`config.mk`:
```
export PLATFORM = sky130hd
export DESIGN_NAME = button_press_long_press_detector_core_flat
export DESIGN_NICKNAME = d
export VERILOG_FILES = /design/src/blpd_pkg.sv /design/src/blpd_if.sv /design/src/button_press_long_press_detector_core.sv /design/src/blpd_cfg.sv /design/src/blpd_in_stage.sv /design/src/blpd_fsm.sv /design/src/flat_wrapper.sv
export SDC_FILE = /design/constraint.sdc
export NUM_CORES = 1
export LEC_CHECK = 0
export BUFFER_PORTS_ARGS = -buffer_cell sky130_fd_sc_hd__buf_4
export CAP_MARGIN = 10
export CORE_AREA = 2 2 135 203
export CTS_CLUSTER_DIAMETER = 60
export DETAILED_ROUTE_END_ITERATION = 8
export DIE_AREA = 0 0 137 205
export PLACE_DENSITY_LB_ADDON = 0.08
export SYNTH_ARGS = -nofsm -noshare
export SYNTH_HDL_FRONTEND = slang
export SYNTH_SLANG_ARGS = --single-unit
```
`constraint.sdc`:
```
create_clock -name clk -period 3.96 [get_ports clk]
set_clock_uncertainty 0.05 [all_clocks]
set_input_delay 1.188 -clock clk [delete_from_list [all_inputs] [get_ports clk]]
set_output_delay 1.188 -clock clk [all_outputs]
set_load 0.05 [all_outputs]
```
`src/blpd_pkg.sv`:
```
// Shared types and constants for the button press and long press detector.
package blpd_pkg;

  localparam int unsigned LimitWidth = 16;
  localparam int unsigned TimeWidth  = 32;
  localparam int unsigned StateWidth = 3;
  localparam int unsigned RegIdxWidth = 8;

  localparam logic [LimitWidth-1:0] DebounceMsReset  = 16'd50;
  localparam logic [LimitWidth-1:0] LongPressMsReset = 16'd2000;

  localparam logic [RegIdxWidth-1:0] RegDebounceMs  = 8'd0;
  localparam logic [RegIdxWidth-1:0] RegLongPressMs = 8'd1;

  typedef struct packed {
    logic                 pin_level;
    logic [TimeWidth-1:0] now_ms;
  } step_in_t;

  typedef struct packed {
    logic [LimitWidth-1:0] debounce_ms;
    logic [LimitWidth-1:0] long_press_ms;
  } cfg_t;

endpackage

```
`src/blpd_if.sv`:
```
// Handshake channels: input items, result items and register writes.
interface blpd_item_if;
  logic        valid;
  logic        ready;
  logic        pin_level;
  logic [31:0] now_ms;
  modport source (output valid, pin_level, now_ms, input ready);
  modport sink (input valid, pin_level, now_ms, output ready);
endinterface

interface blpd_result_if;
  logic       valid;
  logic       ready;
  logic       press_event;
  logic       long_press_event;
  logic [2:0] fsm_state;
  modport source (output valid, press_event, long_press_event, fsm_state, input ready);
  modport sink (input valid, press_event, long_press_event, fsm_state, output ready);
endinterface

interface blpd_cfg_if;
  logic        valid;
  logic        ready;
  logic [7:0]  reg_index;
  logic [15:0] data;
  modport source (output valid, reg_index, data, input ready);
  modport sink (input valid, reg_index, data, output ready);
endinterface

```
`src/button_press_long_press_detector_core.sv`:
```
// Top level: debounced button press and long press detector.
// A result is valid once its item has passed the input register, then the result register.
// Throughput: one item per cycle while result.ready keeps up; the phase and mark time update with each item.
// Reset (rst, synchronous): phase waits for release, mark time 0,
// debounce 50 ms, long press 2000 ms, both pipeline stages empty.
module button_press_long_press_detector_core
  import blpd_pkg::*;
(
  input  logic          clk,
  input  logic          rst,
  blpd_item_if.sink     item,
  blpd_result_if.source result,
  blpd_cfg_if.sink      cfg
);

  cfg_t     limits;
  step_in_t s_data;
  logic     s_valid;
  logic     advance;

  blpd_cfg u_cfg (
    .clk    (clk),
    .rst    (rst),
    .cfg    (cfg),
    .limits (limits)
  );

  blpd_in_stage u_in (
    .clk     (clk),
    .rst     (rst),
    .item    (item),
    .advance (advance),
    .valid   (s_valid),
    .data    (s_data)
  );

  blpd_fsm u_fsm (
    .clk      (clk),
    .rst      (rst),
    .in_valid (s_valid),
    .in_data  (s_data),
    .limits   (limits),
    .advance  (advance),
    .result   (result)
  );

endmodule

```
`src/blpd_cfg.sv`:
```
// Configuration registers: debounce and long press limits.
module blpd_cfg
  import blpd_pkg::*;
(
  input  logic         clk,
  input  logic         rst,
  blpd_cfg_if.sink     cfg,
  output cfg_t         limits
);

  cfg_t regs;

  assign cfg.ready = 1'b1;
  assign limits    = regs;

  always_ff @(posedge clk) begin
    if (rst) begin
      regs.debounce_ms   <= DebounceMsReset;
      regs.long_press_ms <= LongPressMsReset;
    end else if (cfg.valid) begin
      case (cfg.reg_index)
        RegDebounceMs:  regs.debounce_ms   <= cfg.data;
        RegLongPressMs: regs.long_press_ms <= cfg.data;
        default: ;
      endcase
    end
  end

endmodule

```
`src/blpd_in_stage.sv`:
```
// Input register stage for pin samples.
module blpd_in_stage
  import blpd_pkg::*;
(
  input  logic       clk,
  input  logic       rst,
  blpd_item_if.sink  item,
  input  logic       advance,
  output logic       valid,
  output step_in_t   data
);

  logic accept;

  assign item.ready = !valid || advance;
  assign accept     = item.valid && item.ready;

  always_ff @(posedge clk) begin
    if (rst) begin
      valid <= 1'b0;
    end else if (accept) begin
      valid <= 1'b1;
    end else if (advance) begin
      valid <= 1'b0;
    end
    if (accept) begin
      data.pin_level <= item.pin_level;
      data.now_ms    <= item.now_ms;
    end
  end

endmodule

```
`src/blpd_fsm.sv`:
```
// Press detection state machine with result register.
module blpd_fsm
  import blpd_pkg::*;
(
  input  logic          clk,
  input  logic          rst,
  input  logic          in_valid,
  input  step_in_t      in_data,
  input  cfg_t          limits,
  output logic          advance,
  blpd_result_if.source result
);

  typedef enum logic [StateWidth-1:0] {
    ARMED        = 3'd0,
    SHORT        = 3'd1,
    DEBOUNCE     = 3'd2,
    HOLD         = 3'd3,
    LONG         = 3'd4,
    LATCHED      = 3'd5,
    RELEASE      = 3'd6,
    REL_DEBOUNCE = 3'd7
  } phase_t;

  phase_t               phase, phase_next;
  logic [TimeWidth-1:0] mark_time, mark_time_next;
  logic                 out_valid;
  logic                 press_event, press_event_next;
  logic                 long_event, long_event_next;
  logic [TimeWidth-1:0] elapsed;
  logic                 pressed, fire, debounce_done, long_done;

  assign advance       = !out_valid || result.ready;
  assign fire          = in_valid && advance;
  assign pressed       = !in_data.pin_level;
  assign elapsed       = in_data.now_ms - mark_time;
  assign debounce_done = elapsed >= {{(TimeWidth-LimitWidth){1'b0}}, limits.debounce_ms};
  assign long_done     = elapsed >= {{(TimeWidth-LimitWidth){1'b0}}, limits.long_press_ms};

  always_comb begin
    phase_next       = phase;
    mark_time_next   = mark_time;
    press_event_next = 1'b0;
    long_event_next  = 1'b0;
    case (phase)
      ARMED: begin
        if (pressed) phase_next = SHORT;
      end
      SHORT: begin
        mark_time_next   = in_data.now_ms;
        press_event_next = 1'b1;
        phase_next       = DEBOUNCE;
      end
      DEBOUNCE: begin
        if (debounce_done) phase_next = HOLD;
      end
      HOLD: begin
        if (!pressed) phase_next = RELEASE;
        else if (long_done) phase_next = LONG;
      end
      LONG: begin
        mark_time_next  = in_data.now_ms;
        long_event_next = 1'b1;
        phase_next      = LATCHED;
      end
      LATCHED: begin
        if (!pressed) phase_next = RELEASE;
      end
      RELEASE: begin
        mark_time_next = in_data.now_ms;
        phase_next     = REL_DEBOUNCE;
      end
      REL_DEBOUNCE: begin
        if (debounce_done) phase_next = ARMED;
      end
      default: phase_next = LATCHED;
    endcase
  end

  always_ff @(posedge clk) begin
    if (rst) begin
      phase     <= LATCHED;
      mark_time <= '0;
      out_valid <= 1'b0;
    end else begin
      if (fire) begin
        phase     <= phase_next;
        mark_time <= mark_time_next;
        out_valid <= 1'b1;
      end else if (result.ready) begin
        out_valid <= 1'b0;
      end
    end
    if (fire) begin
      press_event <= press_event_next;
      long_event  <= long_event_next;
    end
  end

  assign result.valid            = out_valid;
  assign result.press_event      = press_event;
  assign result.long_press_event = long_event;
  assign result.fsm_state        = phase;

endmodule
```
`src/flat_wrapper.sv`:
```
// flat-port wrapper written by rule: the top's interface ports become plain ports
module button_press_long_press_detector_core_flat import blpd_pkg::*;
  (clk, rst, item_valid, item_pin_level, item_now_ms, item_ready, result_valid, result_press_event, result_long_press_event, result_fsm_state, result_ready, cfg_valid, cfg_reg_index, cfg_data, cfg_ready);
  blpd_item_if item_i ();
  blpd_result_if result_i ();
  blpd_cfg_if cfg_i ();
  input  logic clk;
  input  logic rst;
  input wire logic [$bits(item_i.valid)-1:0] item_valid;
  input wire logic [$bits(item_i.pin_level)-1:0] item_pin_level;
  input wire logic [$bits(item_i.now_ms)-1:0] item_now_ms;
  output wire logic [$bits(item_i.ready)-1:0] item_ready;
  output wire logic [$bits(result_i.valid)-1:0] result_valid;
  output wire logic [$bits(result_i.press_event)-1:0] result_press_event;
  output wire logic [$bits(result_i.long_press_event)-1:0] result_long_press_event;
  output wire logic [$bits(result_i.fsm_state)-1:0] result_fsm_state;
  input wire logic [$bits(result_i.ready)-1:0] result_ready;
  input wire logic [$bits(cfg_i.valid)-1:0] cfg_valid;
  input wire logic [$bits(cfg_i.reg_index)-1:0] cfg_reg_index;
  input wire logic [$bits(cfg_i.data)-1:0] cfg_data;
  output wire logic [$bits(cfg_i.ready)-1:0] cfg_ready;
  assign item_i.valid = item_valid;
  assign item_i.pin_level = item_pin_level;
  assign item_i.now_ms = item_now_ms;
  assign item_ready = item_i.ready;
  assign result_valid = result_i.valid;
  assign result_press_event = result_i.press_event;
  assign result_long_press_event = result_i.long_press_event;
  assign result_fsm_state = result_i.fsm_state;
  assign result_i.ready = result_ready;
  assign cfg_i.valid = cfg_valid;
  assign cfg_i.reg_index = cfg_reg_index;
  assign cfg_i.data = cfg_data;
  assign cfg_ready = cfg_i.ready;
  button_press_long_press_detector_core u_core (.clk(clk), .rst(rst), .item(item_i), .result(result_i), .cfg(cfg_i));
endmodule
```
Word-level counts from Yosys, hierarchy flattened
Index checks and enable logic that the tools add are counted.
{"block": "classes", "n_lt_le_gt_ge": 2, "n_eq_ne": 13, "n_mux": 13, "addsub": 1, "reduce_logical": 15}
{"operator": "$ge A32 B16 Y1", "count": 2}
{"operator": "$sub A32 B32 Y32", "count": 1}
{"operator": "$pmux W3 S8", "count": 1}
{"operator": "$mux W3", "count": 6}
{"operator": "$eq A3 B3 Y1 const B", "count": 4}
{"operator": "$eq A8 B1 Y1 const B", "count": 1}
{"operator": "$logic_not A8 Y1", "count": 1}
{"operator": "$eq A3 B2 Y1 const B", "count": 2}
{"operator": "$mux W1", "count": 6}
{"operator": "$ne A2 B2 Y1 const B", "count": 3}
{"operator": "$reduce_and A2 Y1", "count": 3}
{"operator": "$reduce_and A6 Y1", "count": 1}
{"operator": "$reduce_bool A2 Y1", "count": 2}
{"operator": "$eq A3 B1 Y1 const B", "count": 1}
{"operator": "$logic_not A3 Y1", "count": 1}
{"operator": "$ne A3 B2 Y1 const B", "count": 1}
{"operator": "$reduce_or A3 Y1", "count": 1}
{"operator": "$logic_and A1 B1 Y1", "count": 2}
{"operator": "$logic_not A1 Y1", "count": 2}
{"operator": "$logic_or A1 B1 Y1", "count": 2}
{"operator": "$ne A2 B1 Y1 const B", "count": 1}
{"block": "word_totals", "word_cells": 54, "in_bits": 62, "output_inout_bits": 8, "register_bits": 104}

Logic depth before layout (Yosys ltp)
{"block": "logic_depth", "depth_word": 5, "mapped_depth": 21, "mapped_depth_nobuf": 21}

Hierarchy
Synthesis repeated with hierarchy kept, for this count alone.
{"block": "unflattened", "hier_cells": 777, "hier_area_um2": 6703.9}
{"mod": "blpd_fsm", "cells_per_inst": 600, "seq_area_each_um2": 780.7, "area_per_inst_um2": 4277.9, "n_inst": 1}
{"mod": "blpd_cfg", "cells_per_inst": 139, "seq_area_each_um2": 640.6, "area_per_inst_um2": 1380.1, "n_inst": 1}
{"mod": "blpd_in_stage", "cells_per_inst": 38, "seq_area_each_um2": 1011.0, "area_per_inst_um2": 1046.0, "n_inst": 1}

Worst setup path after synthesis
OpenSTA, ideal clock, no wires.
{"block": "synth_timing", "kind": "register to register", "startpoint": "reg u_core.u_in.data[4] (netlist name)", "endpoint": "reg u_core.u_fsm.phase[1], in the netlist u_core.u_fsm.result.fsm_state[1]", "path_slack_ns": -0.117, "setup_ns": 0.117, "period_less_slack_ns": 4.077, "n_path_buf": 0, "required_time_ns": 3.793, "arrival_time_ns": 3.909, "path_stages_with_launch": 21, "path_cell_list": "edfxtp_1 ha_1 and2_4 a221oi_2 nand2_1 a21o_1 a21oi_1 o21bai_1 a21oi_1 xnor2_1 ha_1 a21oi_1 o21ai_0 nor3_1 o21ai_0 a21oi_1 o32ai_1 a2111oi_2 nand4_2 and3_1 a32o_1"}
{"block": "synth_between", "elab_chain_cells": 4, "word_cells_on_any_way": 7, "classes_between": "add/sub: 1; order compare: 2; eq/ne: 3; reduce/logical: 1"}
{"element": "from (decl)", "line": "blpd_in_stage.sv:10", "rtl": "output step_in_t data"}
{"element": "$sub A32 B32 Y32 *", "line": "blpd_fsm.sv:36", "rtl": "assign elapsed = in_data.now_ms - mark_time;"}
{"element": "$ge A32 B16 Y1 (on tied branches)", "line": "blpd_fsm.sv:38, blpd_fsm.sv:37"}
{"element": "$ne A3 B2 Y1 (no source line) or $ne A2 B2 Y1 (tied branches)"}
{"element": "$reduce_and A6 Y1 (no source line) *"}
{"element": "to (signal assigned)", "line": "blpd_fsm.sv:87", "rtl": "phase <= phase_next;"}
{"element": "to (decl)", "line": "blpd_fsm.sv:25", "rtl": "phase_t phase, phase_next;"}
Mark *: on every way between the ends. The rest lies on a longest branch, timed or not.
A chain may end at the register's enable or synchronous reset.

Worst setup path after layout
Same ends and word-level chain as after synthesis.

==> results.tsv <==
metric	value	unit
ys_seq_area_share	37.2	%
grt_pass1_wl	31300	µm
crit_top_cell	a21oi_2	
crit_chain	ha_4 -> and2_4 -> a221oi_4 -> nand2_1 -> a21o_1 -> a21oi_2 -> o21bai_1 -> a21oi_2 -> xnor2_2 -> ha_1 -> a21oi_1 -> o21ai_1 -> nor3_1 -> o21ai_1 -> a21oi_2 -> o32ai_2 -> a2111oi_2 -> nand4_2 -> and3_1 -> a32o_1	
clkPwrFrac	35.0	%
die_x	137	µm
nets	1010	
ios	70	
clk_latency	0.37	ns
first_iter_violations	161	
peakVddDrop	216	µV
critical_path_buf_inv_count	0	
failed_checks	negative setup slack	
path_class	reg2reg	
avgRoutedWirePerCell	16.0	µm
numPortBuffers	68	
drt-vias-per-instance	4.67	
synth-seq-cells	104	
rsz0062_at_grt	true	
worst_slack	-0.0397	ns
slowest_stage	edfxtp_1	
start_util	24.8	%
synth_edf_count	35	
synth_area_leaders	dfxtp_1, edfxtp_1, ha_1	
tightest_slew	0.987	ns
cp-end-kind	register	
worstPathArrival	4.21	ns
fmax	250	MHz
fin_tns_setup	-0.0397	ns
grt_antenna_before_repair	0	
synth_ff_type	dfxtp_1	
dp_hpwl	15700	µm
max_cap_violations	0	
antenna_cells	0	
final-setup-viol-count	1	
power.density	329	nW/µm²
route.antenna.remaining_nets	0	
finalCritPeriodShare	101	%
yosysTopAreaCellShare	21.2	%
outcome	finished, violations left	
synth_area	6530	µm²
gp_congestion	0.872	
drc	0	
maxSlewHeadroom	34.2	%
die_y	205	µm
power.share.switching	28.7	%
grt_max_degree	40	
first_pass_iters	4	
routed_wirelength	19600	µm
areaGrowthSynthToFinish	27.5	%
dp.cells	1204	
fin_area	8320	µm²
synth_fp_nets	891	
placed_area	7880	µm²
synth_largest_area_cell	dfxtp_1	
synth_cells	765	
final-instance-count-excl-fill	1226	
max_stage_delay	0.44	ns
cp-start-kind	register	
final_max_slew_viol_count	0	
numCtsBuffers	9	
worstPathRequired	4.17	ns
leakagePower	3.33	nW
grt_usage	14.6	%
hold_violations	0	
vias	5721	
async_flop_share	0	%
p_int	1.96	mW
crit_family	compound AO/OA/AOI/OAI gates	
die-area	28100	µm²
clk_pin_slew_worst_paths	0.07	ns
rows	73	
comb_power_share	22.8	%
ys_types	69	
grt_pass1_vias	6061	
cts_max_path_buffers	2	
crit_fanout	4	
layout_min_cycle_time	4.00	ns
drive_gt1_share	20.6	%
p_sw	0.786	mW
avgSynthCellArea	8.54	µm²
finalHoldWorstSlack	0.404	ns
tritoncts	yes	
cts_root_buf	clkbuf_16	
core-area	26300	µm²
gr-total-overflow	0	
hold_class	reg2reg	
cts.htree.levels	3	
clock-sinks	104	
ys_warn_count	0	
pre_cts_slack	-0.381	ns
seqPwrFrac	42.1	%
-- synth_stat cells, drive strengths merged (2+ instances only) --
cell type / instances
a221oi: 3
a21o: 12
nand2b: 4
a221o: 3
a21boi: 3
dfxtp: 69
nor3: 12
clkbuf: 24
nand3: 8
and4: 6
nor4: 6
mux2i: 33
nor2b: 8
nor3b: 3
o21ai: 33
a32o: 2
ha: 63
or3: 5
and2: 4
nor2: 65
and3: 3
buf: 8
a2111oi: 4
edfxtp: 35
inv: 71
nand3b: 3
o21a: 11
o2111ai: 2
a21oi: 74
xnor2: 12
xor2: 7
nand2: 111
nand4: 14
a211oi: 11
o21bai: 5
o211ai: 8
-- worst min-delay path, delay by kind of cell, from the launching register on --
kind | cells | cell delay [ns]
AO/OA/AOI/OAI | 1 | 0.05
AND/OR/NAND/NOR | 1 | 0.05
flip-flops | 1 | 0.31
-- through the flow --
stage	total power, mW	util, %
4_1_cts	2.80	31.5
5_1_grt	2.91	31.6
3_5_place_dp	1.79	29.9
2_1_floorplan	1.53	-
6_report	2.74	31.6
3_3_place_gp	1.79	29.9
-- sequential cells by signal, indices dropped and copies added (netlist names) --
name and count:
u_core.u_fsm.result.press_event 1, u_core.u_cfg.limits 32, u_core.u_in.valid 1, u_core.u_fsm.result.valid 1, u_core.u_fsm.result.fsm_state 3, u_core.u_in.data 33
u_core.u_fsm.mark_time 32, u_core.u_fsm.result.long_press_event 1
-- placed cells by master (no fill, tap or decap), drive strengths merged, types with 6 or more instances in the layout --
master  netlist  final
and4          6      6
nor3         12     12
o21ai        33     33
nor2b         8      8
dfxtp        69     69
nand3         8      8
xor2          7      7
a21oi        74     74
inv          71     73
a21o         12     12
o21a         11     11
buf           8    140
nor4          6      6
o211ai        8      8
clkbuf       24     11
nand2       111    111
edfxtp       35     35
xnor2        12     12
mux2i        33     33
a211oi       11     11
ha           63     63
nand4        14     14
nor2         65     65
-- kinds of logic after synthesis --
group	count (synthesis)	share of synthesized area, %
AND/OR/NAND/NOR	254	18.0
multiplexers	34	5.23
flip-flops	104	37.2
buffers and inverters	104	6.13
XOR/XNOR	19	2.55
AO/OA/AOI/OAI	185	18.4
other	1	0.0574
adder cells (fa/ha/maj)	64	12.4
-- worst paths after layout --
path                         startpoint                                to  slack (ns)  depth (start not counted)
max                 u_core.u_in.data[4]  u_core.u_fsm.result.fsm_state[1]       -0.04                         20
min          u_core.u_fsm.mark_time[20]        u_core.u_fsm.mark_time[20]        0.40                          2
max reg2reg         u_core.u_in.data[4]  u_core.u_fsm.result.fsm_state[1]       -0.04                         20
min reg2reg  u_core.u_fsm.mark_time[20]        u_core.u_fsm.mark_time[20]        0.40                          2
-- power groups by stage --
stage	Clock, mW	Combinational (mW)	Sequential, mW
CTS	1.01	0.631	1.16
finish	0.961	0.626	1.16
floorplan	0	0.343	1.18
global placement	0	0.611	1.18
detailed placement	0	0.612	1.18
global route	1.04	0.702	1.16
-- cell type report --
class	instances	area (µm²)
Sequential cell	104	2430
Tap cell	337	422
Fill cell	2816	18000
Clock buffer	11	254
Clock inverter	5	61.3
Timing Repair Buffer	140	1070
Multi-Input combinational cell	557	3820
Inverter	72	270
-- metal layers --
metal / vias up / wire, µm / global-route usage, %
met4: 0 / 474 / 5.34
met2: 88 / 11400 / 29.6
met5: - / 0 / 0
met1: 2680 / 7250 / 14.3
met3: 24 / 502 / 2.25
li1: 2929 / - / -
-- repair_timing --
item / CTS / global route
pin swaps: 12 / 5
endpoints found under the setup margin: 3 / 3
endpoints found under the hold margin: 0 / 0
setup buffers: 5 / 1
hold buffers: 0 / 0
resized for setup: 12 / 6
No activity file was read; power rests on OpenSTA's default activity.
